<file path="config.mk">
export PLATFORM = sky130hd
export DESIGN_NAME = bitmap_page_allocator
export DESIGN_NICKNAME = d
export VERILOG_FILES = /design/src/rtl/bpa_pkg.sv /design/src/rtl/bpa_ctrl.sv /design/src/rtl/bpa_datapath.sv /design/src/rtl/bitmap_page_allocator.sv
export SDC_FILE = /design/constraint.sdc
export NUM_CORES = 2
export LEC_CHECK = 0
export BUFFER_PORTS_ARGS = -buffer_cell sky130_fd_sc_hd__buf_2
export CAP_MARGIN = 5
export CORE_MARGIN = 4
export CORE_UTILIZATION = 50
export CTS_CLUSTER_SIZE = 30
export DETAILED_ROUTE_END_ITERATION = 12
export HOLD_SLACK_MARGIN = 0.06
export PLACE_DENSITY = 0.65
export SLEW_MARGIN = 20
export SYNTH_ARGS = -nofsm -noshare
export SYNTH_HDL_FRONTEND = slang
export SYNTH_SLANG_ARGS = --single-unit
</file>
<file path="constraint.sdc">
create_clock -name aclk -period 9.3 [get_ports aclk]
set_input_delay 0.465 -clock aclk [delete_from_list [all_inputs] [get_ports aclk]]
set_output_delay 0.465 -clock aclk [all_outputs]
set_load 0.03 [all_outputs]
</file>
<file path="src/rtl/bpa_pkg.sv">
package bpa_pkg;

    localparam int PAGE_SHIFT = 4;
    localparam int NEED_W     = 11;

    localparam logic [2:0] ST_OK         = 3'd0;
    localparam logic [2:0] ST_NO_SPACE   = 3'd1;
    localparam logic [2:0] ST_TABLE_FULL = 3'd2;
    localparam logic [2:0] ST_UNKNOWN    = 3'd3;
    localparam logic [2:0] ST_ZERO_SIZE  = 3'd4;

    localparam logic OPC_ALLOC   = 1'b0;
    localparam logic OPC_RELEASE = 1'b1;

    typedef struct packed {
        logic        opcode;
        logic [13:0] request_bytes;
        logic [12:0] release_address;
    } req_t;

    typedef struct packed {
        logic [12:0] block_address;
        logic [2:0]  status;
        logic [13:0] free_bytes;
    } res_t;

    typedef enum logic [3:0] {
        OP_NONE,
        OP_CLEAR,
        OP_LOAD,
        OP_SCAN_RD,
        OP_SCAN_EV,
        OP_RUN_RD,
        OP_RUN_EV,
        OP_SLOT_RD,
        OP_SLOT_EV,
        OP_MARK_RD,
        OP_MARK_WR,
        OP_REPLY
    } dp_op_t;

    typedef struct packed {
        dp_op_t op;
    } dp_cmd_t;

    typedef struct packed {
        logic clr_last;
        logic is_release;
        logic zero_size;
        logic scan_full;
        logic scan_last;
        logic run_ok;
        logic run_stop;
        logic slot_hit;
        logic slot_last;
        logic mark_last;
        logic out_busy;
    } dp_status_t;

endpackage

</file>
<file path="src/rtl/bpa_ctrl.sv">
module bpa_ctrl (
    input  logic               aclk,
    input  logic               aresetn,
    input  logic               s_valid,
    output logic               s_ready,
    input  bpa_pkg::dp_status_t sts,
    output bpa_pkg::dp_cmd_t    cmd
);
    import bpa_pkg::*;

    typedef enum logic [10:0] {
        S_CLEAR   = 11'b00000000001,
        S_IDLE    = 11'b00000000010,
        S_SCAN_RD = 11'b00000000100,
        S_SCAN_EV = 11'b00000001000,
        S_RUN_RD  = 11'b00000010000,
        S_RUN_EV  = 11'b00000100000,
        S_SLOT_RD = 11'b00001000000,
        S_SLOT_EV = 11'b00010000000,
        S_MARK_RD = 11'b00100000000,
        S_MARK_WR = 11'b01000000000,
        S_REPLY   = 11'b10000000000
    } state_t;

    state_t state_reg, state_next;

    assign s_ready = (state_reg == S_IDLE);

    always_comb begin
        state_next = state_reg;
        cmd.op     = OP_NONE;
        case (state_reg)
            S_CLEAR: begin
                cmd.op = OP_CLEAR;
                if (sts.clr_last) state_next = S_IDLE;
            end
            S_IDLE: begin
                if (s_valid) begin
                    cmd.op = OP_LOAD;
                    if (sts.is_release) state_next = S_SLOT_RD;
                    else if (sts.zero_size) state_next = S_REPLY;
                    else state_next = S_SCAN_RD;
                end
            end
            S_SCAN_RD: begin
                cmd.op     = OP_SCAN_RD;
                state_next = S_SCAN_EV;
            end
            S_SCAN_EV: begin
                cmd.op = OP_SCAN_EV;
                if (!sts.scan_full) state_next = S_RUN_EV;
                else if (sts.scan_last) state_next = S_REPLY;
                else state_next = S_SCAN_RD;
            end
            S_RUN_RD: begin
                cmd.op     = OP_RUN_RD;
                state_next = S_RUN_EV;
            end
            S_RUN_EV: begin
                cmd.op = OP_RUN_EV;
                if (sts.run_ok) state_next = S_SLOT_RD;
                else if (sts.run_stop) state_next = sts.scan_last ? S_REPLY : S_SCAN_RD;
                else state_next = S_RUN_RD;
            end
            S_SLOT_RD: begin
                cmd.op     = OP_SLOT_RD;
                state_next = S_SLOT_EV;
            end
            S_SLOT_EV: begin
                cmd.op = OP_SLOT_EV;
                if (sts.slot_hit) state_next = S_MARK_RD;
                else if (sts.slot_last) state_next = S_REPLY;
                else state_next = S_SLOT_RD;
            end
            S_MARK_RD: begin
                cmd.op     = OP_MARK_RD;
                state_next = S_MARK_WR;
            end
            S_MARK_WR: begin
                cmd.op     = OP_MARK_WR;
                state_next = sts.mark_last ? S_REPLY : S_MARK_RD;
            end
            S_REPLY: begin
                if (!sts.out_busy) begin
                    cmd.op     = OP_REPLY;
                    state_next = S_IDLE;
                end
            end
            default: state_next = S_CLEAR;
        endcase
    end

    always_ff @(posedge aclk) begin
        if (!aresetn) state_reg <= S_CLEAR;
        else state_reg <= state_next;
    end

endmodule

</file>
<file path="src/rtl/bpa_datapath.sv">
module bpa_datapath #(
    parameter int BITMAP_BYTES = 64
) (
    input  logic                aclk,
    input  logic                aresetn,
    input  bpa_pkg::req_t       s_req,
    input  bpa_pkg::dp_cmd_t    cmd,
    output bpa_pkg::dp_status_t sts,
    output logic                m_valid,
    input  logic                m_ready,
    output bpa_pkg::res_t       m_res
);
    import bpa_pkg::*;

    localparam int BW = (BITMAP_BYTES > 1) ? $clog2(BITMAP_BYTES) : 1;
    localparam int PW = BW + 3;
    localparam int XW = (PW + 5 > 14) ? PW + 5 : 14;
    localparam logic [BW-1:0] LAST_IDX = BW'(BITMAP_BYTES - 1);

    logic [7:0]        bm_mem [BITMAP_BYTES];
    logic              tv_mem [BITMAP_BYTES];
    logic [PW-1:0]     ts_mem [BITMAP_BYTES];
    logic [NEED_W-1:0] tc_mem [BITMAP_BYTES];

    logic [7:0]        bm_q;
    logic              tv_q;
    logic [PW-1:0]     ts_q;
    logic [NEED_W-1:0] tc_q;

    req_t              req_reg;
    logic [NEED_W-1:0] need_reg, remain_reg;
    logic [BW-1:0]     scan_reg, cur_reg, slot_reg, clr_reg;
    logic [2:0]        off_reg;
    logic [PW-1:0]     start_reg;
    logic [PW:0]       free_reg;
    logic [2:0]        status_reg;
    logic [12:0]       addr_reg;
    logic              out_valid_reg;
    res_t              out_reg;

    logic [NEED_W-1:0] need_in;
    logic [2:0]        low_zero;
    logic [7:0]        run_t;
    logic [3:0]        run_z, room;
    logic [3:0]        mark_n;
    logic [7:0]        mark_mask;
    logic              rel_match;
    logic [XW-1:0]     start_bytes, free_full;

    logic              bm_re, bm_we, tbl_re, tv_we, tsc_we;
    logic [BW-1:0]     bm_raddr, bm_waddr, tbl_waddr;
    logic [7:0]        bm_wdata;
    logic              tv_wdata;

    always_comb begin
        need_in = NEED_W'(({1'b0, s_req.request_bytes} + 15'd15) >> PAGE_SHIFT);
        low_zero = 3'd0;
        for (int i = 7; i >= 0; i--) begin
            if (!bm_q[i]) low_zero = 3'(i);
        end
        run_t = 8'(({8'hff, bm_q}) >> off_reg);
        run_z = 4'd8;
        for (int i = 7; i >= 0; i--) begin
            if (run_t[i]) run_z = 4'(i);
        end
        room = 4'd8 - {1'b0, off_reg};
        mark_n = (remain_reg < NEED_W'(room)) ? remain_reg[3:0] : room;
        mark_mask = 8'(((16'd1 << mark_n) - 16'd1) << off_reg);
        start_bytes = XW'({start_reg, 4'b0000});
        free_full = XW'({free_reg, 4'b0000});
        rel_match = tv_q && (XW'({ts_q, 4'b0000}) == XW'(req_reg.release_address));
    end

    always_comb begin
        sts.clr_last   = (clr_reg == LAST_IDX);
        sts.is_release = (s_req.opcode == OPC_RELEASE);
        sts.zero_size  = (s_req.request_bytes == 14'd0);
        sts.scan_full  = (bm_q == 8'hff);
        sts.scan_last  = (scan_reg == LAST_IDX);
        sts.run_ok     = (NEED_W'(run_z) >= remain_reg);
        sts.run_stop   = (run_z < room) || (cur_reg == LAST_IDX);
        sts.slot_hit   = (req_reg.opcode == OPC_RELEASE) ? rel_match : !tv_q;
        sts.slot_last  = (slot_reg == LAST_IDX);
        sts.mark_last  = (remain_reg == NEED_W'(mark_n));
        sts.out_busy   = out_valid_reg && !m_ready;
    end

    always_comb begin
        bm_re     = 1'b0;
        bm_raddr  = cur_reg;
        bm_we     = 1'b0;
        bm_waddr  = cur_reg;
        bm_wdata  = (req_reg.opcode == OPC_RELEASE) ? (bm_q & ~mark_mask) : (bm_q | mark_mask);
        tbl_re    = 1'b0;
        tv_we     = 1'b0;
        tsc_we    = 1'b0;
        tbl_waddr = slot_reg;
        tv_wdata  = (req_reg.opcode == OPC_ALLOC);
        case (cmd.op)
            OP_CLEAR: begin
                bm_we     = 1'b1;
                bm_waddr  = clr_reg;
                bm_wdata  = 8'h00;
                tv_we     = 1'b1;
                tbl_waddr = clr_reg;
                tv_wdata  = 1'b0;
            end
            OP_SCAN_RD: begin
                bm_re    = 1'b1;
                bm_raddr = scan_reg;
            end
            OP_RUN_RD, OP_MARK_RD: bm_re = 1'b1;
            OP_MARK_WR: bm_we = 1'b1;
            OP_SLOT_RD: tbl_re = 1'b1;
            OP_SLOT_EV: begin
                if (sts.slot_hit) begin
                    tv_we  = 1'b1;
                    tsc_we = (req_reg.opcode == OPC_ALLOC);
                end
            end
            default: bm_re = 1'b0;
        endcase
    end

    always_ff @(posedge aclk) begin
        if (bm_we) bm_mem[bm_waddr] <= bm_wdata;
        if (bm_re) bm_q <= bm_mem[bm_raddr];
    end

    always_ff @(posedge aclk) begin
        if (tv_we) tv_mem[tbl_waddr] <= tv_wdata;
        if (tsc_we) begin
            ts_mem[tbl_waddr] <= start_reg;
            tc_mem[tbl_waddr] <= need_reg;
        end
        if (tbl_re) begin
            tv_q <= tv_mem[slot_reg];
            ts_q <= ts_mem[slot_reg];
            tc_q <= tc_mem[slot_reg];
        end
    end

    always_ff @(posedge aclk) begin
        case (cmd.op)
            OP_LOAD: begin
                req_reg    <= s_req;
                need_reg   <= need_in;
                scan_reg   <= '0;
                slot_reg   <= '0;
                addr_reg   <= 13'd0;
                status_reg <= (s_req.opcode == OPC_ALLOC && sts.zero_size) ?
                              ST_ZERO_SIZE : ST_OK;
            end
            OP_SCAN_EV: begin
                if (!sts.scan_full) begin
                    start_reg  <= {scan_reg, low_zero};
                    cur_reg    <= scan_reg;
                    off_reg    <= low_zero;
                    remain_reg <= need_reg;
                end else if (sts.scan_last) begin
                    status_reg <= ST_NO_SPACE;
                end else begin
                    scan_reg <= scan_reg + 1'b1;
                end
            end
            OP_RUN_EV: begin
                if (sts.run_ok) begin
                    slot_reg <= '0;
                end else if (sts.run_stop) begin
                    if (sts.scan_last) status_reg <= ST_NO_SPACE;
                    else scan_reg <= scan_reg + 1'b1;
                end else begin
                    remain_reg <= remain_reg - NEED_W'(run_z);
                    cur_reg    <= cur_reg + 1'b1;
                    off_reg    <= 3'd0;
                end
            end
            OP_SLOT_EV: begin
                if (sts.slot_hit) begin
                    if (req_reg.opcode == OPC_ALLOC) begin
                        addr_reg   <= start_bytes[12:0];
                        cur_reg    <= start_reg[PW-1:3];
                        off_reg    <= start_reg[2:0];
                        remain_reg <= need_reg;
                    end else begin
                        cur_reg    <= ts_q[PW-1:3];
                        off_reg    <= ts_q[2:0];
                        remain_reg <= tc_q;
                    end
                end else if (sts.slot_last) begin
                    status_reg <= (req_reg.opcode == OPC_ALLOC) ? ST_TABLE_FULL : ST_UNKNOWN;
                end else begin
                    slot_reg <= slot_reg + 1'b1;
                end
            end
            OP_MARK_WR: begin
                remain_reg <= remain_reg - NEED_W'(mark_n);
                cur_reg    <= cur_reg + 1'b1;
                off_reg    <= 3'd0;
            end
            default: off_reg <= off_reg;
        endcase
    end

    always_ff @(posedge aclk) begin
        if (!aresetn) begin
            clr_reg  <= '0;
            free_reg <= (PW+1)'(BITMAP_BYTES * 8);
        end else begin
            if (cmd.op == OP_CLEAR) clr_reg <= clr_reg + 1'b1;
            if (cmd.op == OP_SLOT_EV && sts.slot_hit) begin
                if (req_reg.opcode == OPC_ALLOC) free_reg <= free_reg - (PW+1)'(need_reg);
                else free_reg <= free_reg + (PW+1)'(tc_q);
            end
        end
    end

    always_ff @(posedge aclk) begin
        if (!aresetn) begin
            out_valid_reg <= 1'b0;
        end else if (cmd.op == OP_REPLY) begin
            out_valid_reg <= 1'b1;
        end else if (m_ready) begin
            out_valid_reg <= 1'b0;
        end
    end

    always_ff @(posedge aclk) begin
        if (cmd.op == OP_REPLY) begin
            out_reg.block_address <= addr_reg;
            out_reg.status        <= status_reg;
            out_reg.free_bytes    <= free_full[13:0];
        end
    end

    assign m_valid = out_valid_reg;
    assign m_res   = out_reg;

endmodule

</file>
<file path="src/rtl/bitmap_page_allocator.sv">
// First-fit page allocator over a pool of BITMAP_BYTES*8 pages of 16 bytes, one bitmap bit
// per page, with a table of BITMAP_BYTES live blocks. After reset a clearing pass wipes
// the bitmap and the table, one bitmap byte and one table slot at a time; no transaction is
// taken meanwhile. The bitmap and table memories are single-port, each access being a read
// followed by an evaluate or write-back step. An allocate scans the bitmap bytes for a free
// page, checks the candidate run byte by byte, searches the table for a free slot and then
// marks the bitmap bytes of the block; a release searches the table for the address and
// then frees its bitmap bytes. A zero-size allocate goes straight to the reply. One request
// is handled at a time; a finished reply waits in an output register while the next request
// is accepted, and a reply that is still waiting there holds the following one back.
module bitmap_page_allocator #(
    parameter int BITMAP_BYTES = 64
) (
    input  logic          aclk,
    input  logic          aresetn,
    input  logic          s_valid,
    output logic          s_ready,
    input  bpa_pkg::req_t s_req,
    output logic          m_valid,
    input  logic          m_ready,
    output bpa_pkg::res_t m_res
);
    import bpa_pkg::*;

    dp_cmd_t    cmd;
    dp_status_t sts;

    bpa_ctrl u_ctrl (
        .aclk    (aclk),
        .aresetn (aresetn),
        .s_valid (s_valid),
        .s_ready (s_ready),
        .sts     (sts),
        .cmd     (cmd)
    );

    bpa_datapath #(
        .BITMAP_BYTES (BITMAP_BYTES)
    ) u_datapath (
        .aclk    (aclk),
        .aresetn (aresetn),
        .s_req   (s_req),
        .cmd     (cmd),
        .sts     (sts),
        .m_valid (m_valid),
        .m_ready (m_ready),
        .m_res   (m_res)
    );

endmodule

</file>
==> results.yml <==
outcome:
  status: "complete, no violations"
final_layout:
  largestRegisters: "u_datapath.tc_mem x704, u_datapath.ts_mem x576, u_datapath.bm_mem x512"
  final_nets: 4749
  drive_gt1_share_pct: 21.8
  layout_commonest_cell: "edfxtp_1"
  fin_area_um2: 91200
  finalNonFillerCells: 7022
  final-seq-area_um2: 60200
  top_register: "u_datapath.tc_mem"
  multi_input_area_um2: 20000
  post-route-util_pct: 56.7
  mostFrequentLayoutCells: "1985 x edfxtp_1, 567 x nand2_1, 442 x mux4_2, 213 x nor2_1, 201 x clkbuf_16"
  area.growth.synth_to_final_pct: 12.6
  largest_register_ffs: 704
  n_fill_cell: 12100
critical_path:
  slowest_stage: "mux2i_4"
  crit_type: "reg -> reg"
  slowest_delay_ps: 940
  worstRegToRegCells: 15
  cp.arrival_ps: 7030
  path_depth: 15
  startpoint: "u_datapath.off_reg[2]"
  worstReg2RegEnd: "u_datapath.bm_mem[61][6]"
  cp_cell_sequence: "or2_2 > nor2_1 > inv_1 > ha_1 > or4_1 > or2_0 > a21oi_1 > mux2i_1 > nand3_1 > ha_1 > a2111oi_0 > a21oi_1 > o211ai_1 > mux2i_4 > buf_4"
  crit_fanout: 33
  crit_buf_inv: 2
  crit_path_end_kind: "flip-flop"
  cp-start-kind: "flip-flop"
  r2r_start: "u_datapath.off_reg[2]"
  reg2reg_setup_slack_ps: 2830
  critPathCapture: "u_datapath.bm_mem[61][6]"
  required_ps: 9860
  cp_top_family: "simple AND/OR/NAND/NOR gates"
sta:
  finalSetupTns_ps: 0
  fin_crit_ps: 6470
  fmax_mhz: 155
  relSlewSlack_pct: 19.8
  grt_setup_unrepaired: "false"
  fin_crit_sh_pct: 69.6
  fin_skew_ps: 57.3
  slew_viol_final: 0
  worst_slew_pin_slew_ps: 1190
  hold_violations: 0
  setup_viol: 0
clocking:
  cts_buffer_depth: 3
  numCtsBuffers: 200
  cts-resized-gates: 0
  clk_latency_ps: 830
  ctsHtreeMaxLevel: 4
  clkSlewWorstSetupHoldPaths_ps: 70
  cts_tree: "built"
  postCtsSetupRepairBufs: 0
  hold_buffers: 29
  cts.sinks: 2013
  clockRootBuffer: "clkbuf_16"
route:
  dr.first_iter.drc_count: 5277
  post_drt_wl_per_cell_um: 29.7
  via_per_inst: 6.17
  drc: 0
  drt_first_pass_iters: 6
  dr_total_vias: 43400
  antenna_left: 0
  wirelength_mm: 209
die:
  io_pins: 64
  row_count: 147
  die_w_um: 410
  start_util_pct: 50.4
  design.die.area_um2: 168000
  core_um2: 161000
  fp.dieH_um: 410
power:
  power_density_nw_per_um2: 199
  p_total_mw: 18.1
  power_frac_clock_pct: 43.4
  p_sw_mw: 3.73
  p_sw_share_pct: 20.6
  pwr-share-seq_pct: 54.8
  comb_power_share_pct: 1.7
  leakagePower_nw: 29.4
  p_int_mw: 14.4
  ir_drop_uv: 198
global_route:
  grt_max_degree: 133
  antenna_found_initial: 4
  grt_pass1_vias: 42500
  grt_pass1_wl_mm: 303
  grt_remaining_overflow: 0
  grt_usage_pct: 24.8
place:
  dpl.hpwl_mm: 123
  place_congestion: 0.874
  placed_cells: 6616
  port_buffers: 55
  placed_area_um2: 84400
synthesis:
  synthFlopType: "edfxtp_1"
  syn_area_um2: 81000
  synth_area_per_cell_um2: 18.0
  postSynthCellCount: 4495
  ys_ff_latch: 2013
  async_flop_share_pct: 0
  synth_warnings: 0
  synthDistinctLibCells: 81
  synth_edf_count: 1985
  seq_area_frac_synth_pct: 74.3
flow_run:
  cap_violations: 0
min_path:
  hold_class: "in -> reg"
how the worst min path moves through the flow:
stage                                  start                      to  cells past startpoint
floorplan           u_datapath.status_reg[0]    u_datapath.m_res[14]                      0
global placement    u_datapath.status_reg[2]    u_datapath.m_res[16]                      0
detailed placement  u_datapath.status_reg[0]    u_datapath.m_res[14]                      0
CTS                                s_req[13]  u_datapath.need_reg[0]                      3
global route                       s_req[14]  u_datapath.need_reg[0]                      3
finish                             s_req[14]  u_datapath.need_reg[0]                      3
Yosys cell counts (all sizes together), types with 8 or more instances:
master / count / area, um^2
dfxtp: 28 / 561
nor2b: 15 / 93.8
mux2i: 88 / 885
o22ai: 8 / 50.1
nand2: 569 / 2140
edfxtp: 1985 / 59600
a31oi: 51 / 319
or3: 9 / 56.3
or2: 8 / 50.1
xnor2: 34 / 298
or4: 9 / 67.6
nand2b: 13 / 81.3
o211ai: 8 / 60.1
inv: 34 / 128
nor4: 15 / 93.8
a32oi: 39 / 342
nand3b: 10 / 75.1
nor3: 25 / 136
a21oi: 61 / 305
xor2: 29 / 254
buf: 93 / 445
nand3: 165 / 826
clkbuf: 154 / 578
nand4: 55 / 344
nor2: 285 / 1090
mux4: 442 / 9950
ha: 28 / 350
and2: 16 / 100
o31ai: 10 / 75.1
and3: 20 / 125
o21ai: 55 / 275
mux2: 10 / 113
a211oi: 11 / 82.6
kinds of logic (layout without fill, tap and decap cells):
kind of cell	after synthesis	count (layout)	share of synthesized area (%)
compound gates	329	329	2.80
xor+xnor	63	63	0.681
fa+ha+maj	30	30	0.482
buf+inv	281	637	1.42
flops	2013	2013	74.3
mux	540	540	13.5
other cells	1	12	0.00463
simple gates	1238	1238	6.78
power by group through the flow:
stage                     Sequential (mW)  Clock (mW)  Combinational (mW)
after floorplan                      10.1           0               0.158
after global placement               10.1           0               0.289
after detailed placement             10.1           0               0.296
after CTS                            9.94        7.99               0.307
after global routing                 9.94        8.40               0.330
final                                9.94        7.87               0.311
cell type report:
| type | instances | area share [%] |
|---|---|---|
| clock buffer | 234 | 5.65 |
| clock inverter | 139 | 1.40 |
| antenna | 4 | 0.0110 |
| inverter | 34 | 0.140 |
| tap | 2160 | 2.96 |
| sequential | 2013 | 66.0 |
| multi-input combinational | 2208 | 22.0 |
| timing repair buffer | 230 | 1.90 |
stage by stage:
stage          hold slack, ps  setup slack (ps)
6_report                  172              2830
5_1_grt                   133              2380
4_1_cts                  85.5              2910
3_5_place_dp              405              2980
3_3_place_gp              405              2570
2_1_floorplan             400              1590
worst register-to-register path: stages (launching register included):
cell and delay (ps):
edfxtp_1 690, or2_2 420, nor2_1 240, inv_1 140, ha_1 210, or4_1 420
or2_0 350, a21oi_1 570, mux2i_1 430, nand3_1 120, ha_1 310, a2111oi_0 340
a21oi_1 140, o211ai_1 360, mux2i_4 940, buf_4 480
layer usage:
layer	part of all wire (%)	vias to the layer above	wire length [um]	GRT usage [%]
li1	-	18400	-	-
met1	40	22700	83300	34.6
met2	48	1871	101000	39.5
met3	8.0	366	16600	4.74
met4	3.6	4	7570	8.62
met5	0.013	-	27	0
(Power assumes the default switching activity.)
